`src/ihb_pkg.sv`:
```
// Shared types, constants and word selection for the IPv4 header builder.
package ihb_pkg;

  localparam int unsigned NUM_WORDS   = 10;
  localparam int unsigned IDX_W       = 4;
  localparam int unsigned SUM_W       = 19;
  localparam int unsigned QUEUE_DEPTH = 2;
  localparam int unsigned QPTR_W      = (QUEUE_DEPTH > 1) ? $clog2(QUEUE_DEPTH) : 1;
  localparam int unsigned QCNT_W      = $clog2(QUEUE_DEPTH + 1);

  localparam logic [15:0] VER_IHL_WORD = 16'h4500;
  localparam logic [7:0]  TTL_VALUE    = 8'd64;
  localparam logic [15:0] HDR_BYTES    = 16'd20;

  // Word positions within the header
  localparam logic [IDX_W-1:0] W_VER    = 4'd0;
  localparam logic [IDX_W-1:0] W_LEN    = 4'd1;
  localparam logic [IDX_W-1:0] W_ID     = 4'd2;
  localparam logic [IDX_W-1:0] W_FRAG   = 4'd3;
  localparam logic [IDX_W-1:0] W_TTL    = 4'd4;
  localparam logic [IDX_W-1:0] W_CSUM   = 4'd5;
  localparam logic [IDX_W-1:0] W_SRC_HI = 4'd6;
  localparam logic [IDX_W-1:0] W_SRC_LO = 4'd7;
  localparam logic [IDX_W-1:0] W_DST_HI = 4'd8;
  localparam logic [IDX_W-1:0] W_DST_LO = 4'd9;
  localparam logic [IDX_W-1:0] LAST_IDX = W_DST_LO;

  typedef struct packed {
    logic [31:0] src;
    logic [31:0] dst;
    logic [7:0]  proto;
    logic [15:0] total_len;
    logic [15:0] checksum;
  } hdr_rec_t;

  typedef struct packed {
    logic not_empty;
    logic full;
  } q_stat_t;

  function automatic logic [15:0] word_sel(input hdr_rec_t rec, input logic [IDX_W-1:0] idx);
    logic [15:0] w;
    w = '0;
    unique case (idx)
      W_VER:    w = VER_IHL_WORD;
      W_LEN:    w = rec.total_len;
      W_ID:     w = '0;
      W_FRAG:   w = '0;
      W_TTL:    w = {TTL_VALUE, rec.proto};
      W_CSUM:   w = rec.checksum;
      W_SRC_HI: w = rec.src[31:16];
      W_SRC_LO: w = rec.src[15:0];
      W_DST_HI: w = rec.dst[31:16];
      W_DST_LO: w = rec.dst[15:0];
      default:  w = '0;
    endcase
    return w;
  endfunction

endpackage

```
`src/ihb_in_if.sv`:
```
// Input channel: one datagram description per beat.
interface ihb_in_if;
  logic        valid;
  logic        ready;
  logic [31:0] source_address;
  logic [31:0] target_address;
  logic [7:0]  protocol_number;
  logic [15:0] payload_length;

  modport source (output valid, source_address, target_address, protocol_number,
                  payload_length, input ready);
  modport sink (input valid, source_address, target_address, protocol_number,
                payload_length, output ready);
endinterface

```
`src/ihb_out_if.sv`:
```
// Output channel: one 16-bit header word per beat.
interface ihb_out_if;
  logic        valid;
  logic        ready;
  logic [15:0] header_word;
  logic [3:0]  word_index;
  logic        last_word;

  modport source (output valid, header_word, word_index, last_word, input ready);
  modport sink (input valid, header_word, word_index, last_word, output ready);
endinterface

```
`src/ihb_front.sv`:
```
// Front end: accept a datagram, form total length and raw sum, fold into the checksum.
module ihb_front (
  input  logic             clk,
  input  logic             rst_n,
  ihb_in_if.sink           in_ch,
  output logic             push_valid,
  output ihb_pkg::hdr_rec_t push_rec,
  input  logic             push_ready
);
  import ihb_pkg::*;

  logic             st_valid_r, st_valid_nxt;
  logic [31:0]      st_src_r;
  logic [31:0]      st_dst_r;
  logic [7:0]       st_proto_r;
  logic [15:0]      st_len_r;
  logic [SUM_W-1:0] st_sum_r;

  logic             take;
  logic [15:0]      total_len;
  logic [SUM_W-1:0] raw_sum;
  logic [16:0]      fold1;
  logic [15:0]      fold2;

  assign in_ch.ready = !st_valid_r || push_ready;
  assign take        = in_ch.valid && in_ch.ready;

  // Total length wraps modulo 2^16
  assign total_len = in_ch.payload_length + HDR_BYTES;

  // Checksum field counts as zero; ID and fragment words are zero
  assign raw_sum = SUM_W'(VER_IHL_WORD)
                 + SUM_W'(total_len)
                 + SUM_W'({TTL_VALUE, in_ch.protocol_number})
                 + SUM_W'(in_ch.source_address[31:16])
                 + SUM_W'(in_ch.source_address[15:0])
                 + SUM_W'(in_ch.target_address[31:16])
                 + SUM_W'(in_ch.target_address[15:0]);

  always_comb begin
    st_valid_nxt = st_valid_r;
    if (take) begin
      st_valid_nxt = 1'b1;
    end else if (push_ready) begin
      st_valid_nxt = 1'b0;
    end
  end

  always_ff @(posedge clk) begin
    if (!rst_n) begin
      st_valid_r <= 1'b0;
    end else begin
      st_valid_r <= st_valid_nxt;
    end
  end

  always_ff @(posedge clk) begin
    if (take) begin
      st_src_r   <= in_ch.source_address;
      st_dst_r   <= in_ch.target_address;
      st_proto_r <= in_ch.protocol_number;
      st_len_r   <= total_len;
      st_sum_r   <= raw_sum;
    end
  end

  // Two end-around carry folds bring the sum to 16 bits
  assign fold1 = 17'(st_sum_r[15:0]) + 17'(st_sum_r[SUM_W-1:16]);
  assign fold2 = fold1[15:0] + 16'(fold1[16]);

  assign push_valid         = st_valid_r;
  assign push_rec.src       = st_src_r;
  assign push_rec.dst       = st_dst_r;
  assign push_rec.proto     = st_proto_r;
  assign push_rec.total_len = st_len_r;
  assign push_rec.checksum  = ~fold2;

endmodule

```
`src/ihb_queue.sv`:
```
// Short header-record queue between the front and back ends.
module ihb_queue (
  input  logic              clk,
  input  logic              rst_n,
  input  logic              push_valid,
  input  ihb_pkg::hdr_rec_t push_rec,
  input  logic              pop,
  output ihb_pkg::hdr_rec_t head_rec,
  output ihb_pkg::q_stat_t  stat
);
  import ihb_pkg::*;

  hdr_rec_t            mem_r [QUEUE_DEPTH];
  logic [QPTR_W-1:0]   wr_ptr_r, wr_ptr_nxt;
  logic [QPTR_W-1:0]   rd_ptr_r, rd_ptr_nxt;
  logic [QCNT_W-1:0]   count_r, count_nxt;
  logic                do_push, do_pop;

  assign stat.full      = (count_r == QCNT_W'(QUEUE_DEPTH));
  assign stat.not_empty = (count_r != '0);
  assign do_push        = push_valid && !stat.full;
  assign do_pop         = pop && stat.not_empty;
  assign head_rec       = mem_r[rd_ptr_r];

  always_comb begin
    wr_ptr_nxt = wr_ptr_r;
    rd_ptr_nxt = rd_ptr_r;
    count_nxt  = count_r;
    if (do_push) begin
      wr_ptr_nxt = (wr_ptr_r == QPTR_W'(QUEUE_DEPTH - 1)) ? '0 : wr_ptr_r + 1'b1;
    end
    if (do_pop) begin
      rd_ptr_nxt = (rd_ptr_r == QPTR_W'(QUEUE_DEPTH - 1)) ? '0 : rd_ptr_r + 1'b1;
    end
    if (do_push && !do_pop) begin
      count_nxt = count_r + 1'b1;
    end else if (do_pop && !do_push) begin
      count_nxt = count_r - 1'b1;
    end
  end

  always_ff @(posedge clk) begin
    if (!rst_n) begin
      wr_ptr_r <= '0;
      rd_ptr_r <= '0;
      count_r  <= '0;
    end else begin
      wr_ptr_r <= wr_ptr_nxt;
      rd_ptr_r <= rd_ptr_nxt;
      count_r  <= count_nxt;
    end
  end

  always_ff @(posedge clk) begin
    if (do_push) begin
      mem_r[wr_ptr_r] <= push_rec;
    end
  end

endmodule

```
`src/ihb_back.sv`:
```
// Back end: walk the head record word by word into the output register.
module ihb_back (
  input  logic              clk,
  input  logic              rst_n,
  input  ihb_pkg::hdr_rec_t head_rec,
  input  ihb_pkg::q_stat_t  stat,
  output logic              pop,
  ihb_out_if.source         out_ch
);
  import ihb_pkg::*;

  logic [IDX_W-1:0] idx_r, idx_nxt;
  logic             out_valid_r, out_valid_nxt;
  logic [15:0]      word_r;
  logic [IDX_W-1:0] word_idx_r;
  logic             last_r;
  logic             load;
  logic             at_last;

  assign load    = stat.not_empty && (!out_valid_r || out_ch.ready);
  assign at_last = (idx_r == LAST_IDX);
  assign pop     = load && at_last;

  always_comb begin
    idx_nxt       = idx_r;
    out_valid_nxt = out_valid_r;
    if (load) begin
      idx_nxt       = at_last ? '0 : idx_r + 1'b1;
      out_valid_nxt = 1'b1;
    end else if (out_ch.ready) begin
      out_valid_nxt = 1'b0;
    end
  end

  always_ff @(posedge clk) begin
    if (!rst_n) begin
      idx_r       <= '0;
      out_valid_r <= 1'b0;
    end else begin
      idx_r       <= idx_nxt;
      out_valid_r <= out_valid_nxt;
    end
  end

  always_ff @(posedge clk) begin
    if (load) begin
      word_r     <= word_sel(head_rec, idx_r);
      word_idx_r <= idx_r;
      last_r     <= at_last;
    end
  end

  assign out_ch.valid       = out_valid_r;
  assign out_ch.header_word = word_r;
  assign out_ch.word_index  = word_idx_r;
  assign out_ch.last_word   = last_r;

endmodule

```
`src/ipv4_header_builder.sv`:
```
// Top level of the IPv4 header builder: front end, record queue, word serializer.
// The first header word passes through the front stage, the queue and the output register.
// Throughput: ten output beats per input beat, set by the back end emitting one 16-bit
// word per cycle while out_ch.ready is high; input beats are taken
// while earlier headers drain, up to one in the front stage and two queued.
// Reset (synchronous, rst_n low) empties the front stage, queue and output register.
module ipv4_header_builder (
  input  logic       clk,
  input  logic       rst_n,
  ihb_in_if.sink     in_ch,
  ihb_out_if.source  out_ch
);
  import ihb_pkg::*;

  // Front to queue
  logic     push_valid;
  hdr_rec_t push_rec;

  // Queue to back
  hdr_rec_t head_rec;
  q_stat_t  q_stat;
  logic     pop;

  // Accept beats and compute total length and checksum; hold while the queue is full.
  ihb_front u_front (
    .clk        (clk),
    .rst_n      (rst_n),
    .in_ch      (in_ch),
    .push_valid (push_valid),
    .push_rec   (push_rec),
    .push_ready (!q_stat.full)
  );

  // Decouple the sides so a stalled output does not stall the next datagram at once.
  ihb_queue u_queue (
    .clk        (clk),
    .rst_n      (rst_n),
    .push_valid (push_valid),
    .push_rec   (push_rec),
    .pop        (pop),
    .head_rec   (head_rec),
    .stat       (q_stat)
  );

  // Advance through the ten words of the head record; drop it after the last word.
  ihb_back u_back (
    .clk      (clk),
    .rst_n    (rst_n),
    .head_rec (head_rec),
    .stat     (q_stat),
    .pop      (pop),
    .out_ch   (out_ch)
  );

  // The last flag marks exactly the final word position.
  a_last_idx: assert property (@(posedge clk) disable iff (!rst_n)
    out_ch.valid |-> (out_ch.last_word == (out_ch.word_index == LAST_IDX)))
    else $error("last_word does not match word_index");

  // After a non-final beat is taken, the next word follows in order.
  a_idx_seq: assert property (@(posedge clk) disable iff (!rst_n)
    (out_ch.valid && out_ch.ready && !out_ch.last_word) |=>
      (out_ch.valid && out_ch.word_index == $past(out_ch.word_index) + 4'd1))
    else $error("header words out of order");

  // A header is popped only when it still sits in the queue.
  a_pop_nonempty: assert property (@(posedge clk) disable iff (!rst_n)
    pop |-> q_stat.not_empty)
    else $error("pop from empty queue");

  // The front stage never releases a record into a full queue as accepted.
  a_front_hold: assert property (@(posedge clk) disable iff (!rst_n)
    (push_valid && q_stat.full) |=> push_valid)
    else $error("front stage dropped a record");

endmodule
```
`src/flat_wrapper.sv`:
```
// flat-port wrapper written by rule: the top's interface ports become plain ports
module ipv4_header_builder_flat import ihb_pkg::*;
  (clk, rst_n, in_ch_valid, in_ch_source_address, in_ch_target_address, in_ch_protocol_number, in_ch_payload_length, in_ch_ready, out_ch_valid, out_ch_header_word, out_ch_word_index, out_ch_last_word, out_ch_ready);
  ihb_in_if in_ch_i ();
  ihb_out_if out_ch_i ();
  input  logic clk;
  input  logic rst_n;
  input wire logic [$bits(in_ch_i.valid)-1:0] in_ch_valid;
  input wire logic [$bits(in_ch_i.source_address)-1:0] in_ch_source_address;
  input wire logic [$bits(in_ch_i.target_address)-1:0] in_ch_target_address;
  input wire logic [$bits(in_ch_i.protocol_number)-1:0] in_ch_protocol_number;
  input wire logic [$bits(in_ch_i.payload_length)-1:0] in_ch_payload_length;
  output wire logic [$bits(in_ch_i.ready)-1:0] in_ch_ready;
  output wire logic [$bits(out_ch_i.valid)-1:0] out_ch_valid;
  output wire logic [$bits(out_ch_i.header_word)-1:0] out_ch_header_word;
  output wire logic [$bits(out_ch_i.word_index)-1:0] out_ch_word_index;
  output wire logic [$bits(out_ch_i.last_word)-1:0] out_ch_last_word;
  input wire logic [$bits(out_ch_i.ready)-1:0] out_ch_ready;
  assign in_ch_i.valid = in_ch_valid;
  assign in_ch_i.source_address = in_ch_source_address;
  assign in_ch_i.target_address = in_ch_target_address;
  assign in_ch_i.protocol_number = in_ch_protocol_number;
  assign in_ch_i.payload_length = in_ch_payload_length;
  assign in_ch_ready = in_ch_i.ready;
  assign out_ch_valid = out_ch_i.valid;
  assign out_ch_header_word = out_ch_i.header_word;
  assign out_ch_word_index = out_ch_i.word_index;
  assign out_ch_last_word = out_ch_i.last_word;
  assign out_ch_i.ready = out_ch_ready;
  ipv4_header_builder u_core (.clk(clk), .rst_n(rst_n), .in_ch(in_ch_i), .out_ch(out_ch_i));
endmodule
```
`config.mk`:
```
export PLATFORM = sky130hd
export DESIGN_NAME = ipv4_header_builder_flat
export DESIGN_NICKNAME = d
export VERILOG_FILES = /design/src/ihb_pkg.sv /design/src/ihb_in_if.sv /design/src/ihb_out_if.sv /design/src/ihb_front.sv /design/src/ihb_queue.sv /design/src/ihb_back.sv /design/src/ipv4_header_builder.sv /design/src/flat_wrapper.sv
export SDC_FILE = /design/constraint.sdc
export NUM_CORES = 1
export LEC_CHECK = 0
export BUFFER_PORTS_ARGS = -buffer_cell sky130_fd_sc_hd__buf_2
export CAP_MARGIN = 5
export CORE_ASPECT_RATIO = 0.5
export CORE_MARGIN = 2
export CORE_UTILIZATION = 52
export DETAILED_ROUTE_END_ITERATION = 16
export PLACE_DENSITY = 0.67
export RECOVER_POWER = 100
export SLEW_MARGIN = 20
export SYNTH_ARGS = -nofsm -noshare
export SYNTH_HDL_FRONTEND = slang
export SYNTH_SLANG_ARGS = --single-unit
```
`constraint.sdc`:
```
create_clock -name clk -period 12.2 [get_ports clk]
set_input_delay 0.61 -clock clk [delete_from_list [all_inputs] [get_ports clk]]
set_output_delay 0.61 -clock clk [all_outputs]
set_load 0.01 [all_outputs]
```
==> impl_metrics.ini <==
[hold_path]
hold_depth = 1
holdPathEnd = u_core.u_front.st_dst_r[17]
hold_path.class = in -> reg
min_from = in_ch_target_address[17]

[finish]
num_antenna_cells = 0
area_delta_synth_final_pct = 11.46
fillers = 2317
final_common_cell = edfxtp_1
final_nets = 1314
final_cell_mix = edfxtp_1 (336), inv_1 (130), clkbuf_1 (104)
layout-drive-gt1-share = 0.06661

[power]
swShare = 0.2872
p_comb_frac = 0.225
p_switching_w = 0.0009192
p_leak_nw = 6.142
p_clk_frac = 0.290
power.share.sequential = 0.485
total_power_w = 0.003201
powerDensity_nw_per_um2 = 186.4
internal_power_w = 0.002282
ir_worst_vdd_mv = 0.1162

[detailed_routing]
drc_errors = 0
wl_per_cell_um = 20.96
vias = 8495
viasPerCell = 5.491
drt-initial-drc-count = 739
drtAntennaViolNets = 0
wl_um = 32420
dr.pass1.iters = 7

[clock_tree]
clock_latency_ns = 0.57
cts-root-buf = clkbuf_16
cts_buffers = 31
clockBufferDepth = 3
cts_sinks = 347
cts_setup_buffers = 0
htreeDepth = 1
cts_tree = built
clk_pin_slew_ns = 0.07
cts_hold_buffers = 0
ctsResizeCount = 0

[setup_path]
cp_max_fo = 79
max_stage_delay_ns = 3.43
critPathTopFamily = buffers and inverters
reg2reg_depth = 3
crit_chain = nand3b_1 > and2_0 > clkbuf_1
end_kind = flip-flop
reg2reg_to = u_core.u_front.st_dst_r[29]
slowest_stage = clkbuf_1
regToRegStartpoint = u_core.u_queue.count_r[0]
start_kind = flip-flop
reg2reg_setup_slack_ns = 5.83
required_ns = 12.25
critPathKind = reg -> reg
crit_arrival_ns = 6.43
critPathBufInv = 1

[sta]
max_freq_mhz = 156.9
clock_skew_ns = 0.01339
finalHoldViolations = 0
drv_slew = 470
rsz0062_at_grt = false
worst_slew_pin_slew_ns = 4.713
period_needed_ns = 6.373
setup_ws_ns = 5.827
setup_viol = 0
fin_crit_sh = 0.5224
slew_headroom = -2.142
fin_tns_setup_ns = 0

[yosys]
synth_top_family_by_area = adder cells
yosys.area_share.simple = 0.05352
yosysWarnings = 0
synth.area.mux_share = 0.04938
syn_area_um2 = 15410
syn_inst = 1009
syn_nets = 1189
ys_async_sr_fraction = 0
synth_fa_ha_area_frac = 0.09924
ys_seq_area_frac = 0.6692
ys_ff_latch = 347
synth_edf_count = 336
synth_cell_types = 65
avgSynthCellArea_um2 = 15.27
synthFlopType = edfxtp_1
synth_xor_area_frac = 0.02786
synth_compound_area_frac = 0.05921

[floorplan]
io_pins = 115
num_rows = 44
die_width_um = 247.4
core_um2 = 29070
chipHeight_um = 125.7
start_util = 0.5300
die_area_um2 = 31100

[placement]
pre_cts_slack_ns = 7.124
dpl.hpwl_um = 21640
place_congestion = 0.8142
port_buffers = 114

[grt]
grt_max_degree = 80
grt_pass1_vias = 8530
antenna_found_initial = 0
grt-ovfl-total = 0
grt_usage = 0.2136
grt_pass1_wl_um = 49500

[job]
drv_cap = 10

[status]
failed_checks = max-capacitance violations, max-slew violations
status = finished, violations left
[worst max-delay path by stage]
stage                                  end  cells past startpoint                       from
2_1_floorplan   u_core.u_queue.mem_r[0][0]                      3  u_core.u_queue.count_r[0]
3_3_place_gp   u_core.u_front.st_sum_r[18]                     17    in_ch_payload_length[2]
3_5_place_dp   u_core.u_front.st_sum_r[18]                     17    in_ch_payload_length[2]
4_1_cts        u_core.u_front.st_sum_r[18]                     17    in_ch_payload_length[2]
5_1_grt        u_core.u_front.st_sum_r[18]                      3  u_core.u_queue.count_r[0]
6_report       u_core.u_front.st_dst_r[29]                      3  u_core.u_queue.count_r[0]
[stage by stage]
step	utilization	std cells	hold slack, ns	cell area (µm²)
after floorplan	-	1009	0.4215	15410
after global placement	0.5647	1492	0.4219	16410
after detailed placement	0.5647	1492	0.4290	16410
after CTS	0.5970	1547	0.2034	17350
after global routing	0.5907	1547	0.2043	17170
final	0.5907	1547	0.2231	17170
[worst register-to-register path, stage by stage, from the launching register on]
cell	delay, ns
dfxtp_1	0.45
nand3b_1	0.18
and2_0	1.73
clkbuf_1	3.44
[power groups by stage]
stage | clock network [W] | logic, W | registers, W
final | 0.000928 | 0.000719 | 0.00155
after detailed placement | 0 | 0.000726 | 0.00157
after CTS | 0.000943 | 0.000734 | 0.00155
after global placement | 0 | 0.000711 | 0.00157
after floorplan | 0 | 0.000548 | 0.00155
after global routing | 0.000989 | 0.000807 | 0.00157
[routing by layer]
metal / vias up / GRT usage / wire length (µm)
li1: 3934 / - / -
met1: 4278 / 0.3277 / 14890
met2: 241 / 0.3257 / 14820
met3: 42 / 0.03581 / 2131
met4: 0 / 0.04227 / 569
met5: - / 0 / 0
[cells in the mapped netlist, drive strengths merged (2+ instances only)]
cell,n,share of area
or2,4,0.0016
o21ai,16,0.0052
a211oi,2,0.00097
nor2,31,0.0076
a21boi,4,0.0022
nand2,35,0.0085
xnor2,29,0.016
and2,8,0.0032
a221oi,10,0.0057
clkbuf,17,0.0041
edfxtp,336,0.65
nor2b,7,0.0028
nor3,7,0.0023
ha,31,0.025
or3,8,0.0032
nand4,5,0.0020
o211ai,4,0.0023
o31a,2,0.0011
nand4b,2,0.0011
a21o,10,0.0050
and4,2,0.0011
mux2i,76,0.049
dfxtp,11,0.014
buf,13,0.0045
o22ai,32,0.013
a22oi,8,0.0039
a21oi,32,0.011
fa,57,0.074
a222oi,4,0.0026
xor2,20,0.011
inv,130,0.032
nor4b,2,0.0021
or4,8,0.0039
nand3b,3,0.0015
o21bai,4,0.0019
and3,7,0.0029
nand3,16,0.0055
[sequential cells by signal, summed over array words and instances (netlist names), named ones only]
signal,count
u_core.u_front.st_dst_r,32
u_core.u_back.out_ch.valid,1
u_core.u_back.out_ch.last_word,1
u_core.u_queue.count_r,2
u_core.u_queue.rd_ptr_r,1
u_core.u_queue.mem_r,208
u_core.u_back.out_ch.word_index,4
u_core.u_front.st_len_r,16
u_core.u_front.push_valid,1
u_core.u_back.idx_r,4
u_core.u_front.st_src_r,32
u_core.u_queue.wr_ptr_r,1
u_core.u_front.st_proto_r,8
u_core.u_back.out_ch.header_word,16
u_core.u_front.st_sum_r,19
[cell families after synthesis]
group                      count (synthesis)
muxes                                     76
adders and majority gates                 88
xor gates and xnor gates                  49
and+or+nand+nor                          152
DFF                                      347
AOI/OAI and AO/OA                        136
buffers and inverters                    161
[layout make-up]
class	count	area [µm²]	area share
flip-flops and latches	347	10310	0.6004
well taps	391	489.2	0.02849
repair buffers	123	500.5	0.02915
clock inverters	18	142.6	0.008307
multi-input cells	501	4443	0.2587
clock buffers	37	798.3	0.04649
inverters	130	488.0	0.02842
(Power assumes the default switching activity.)
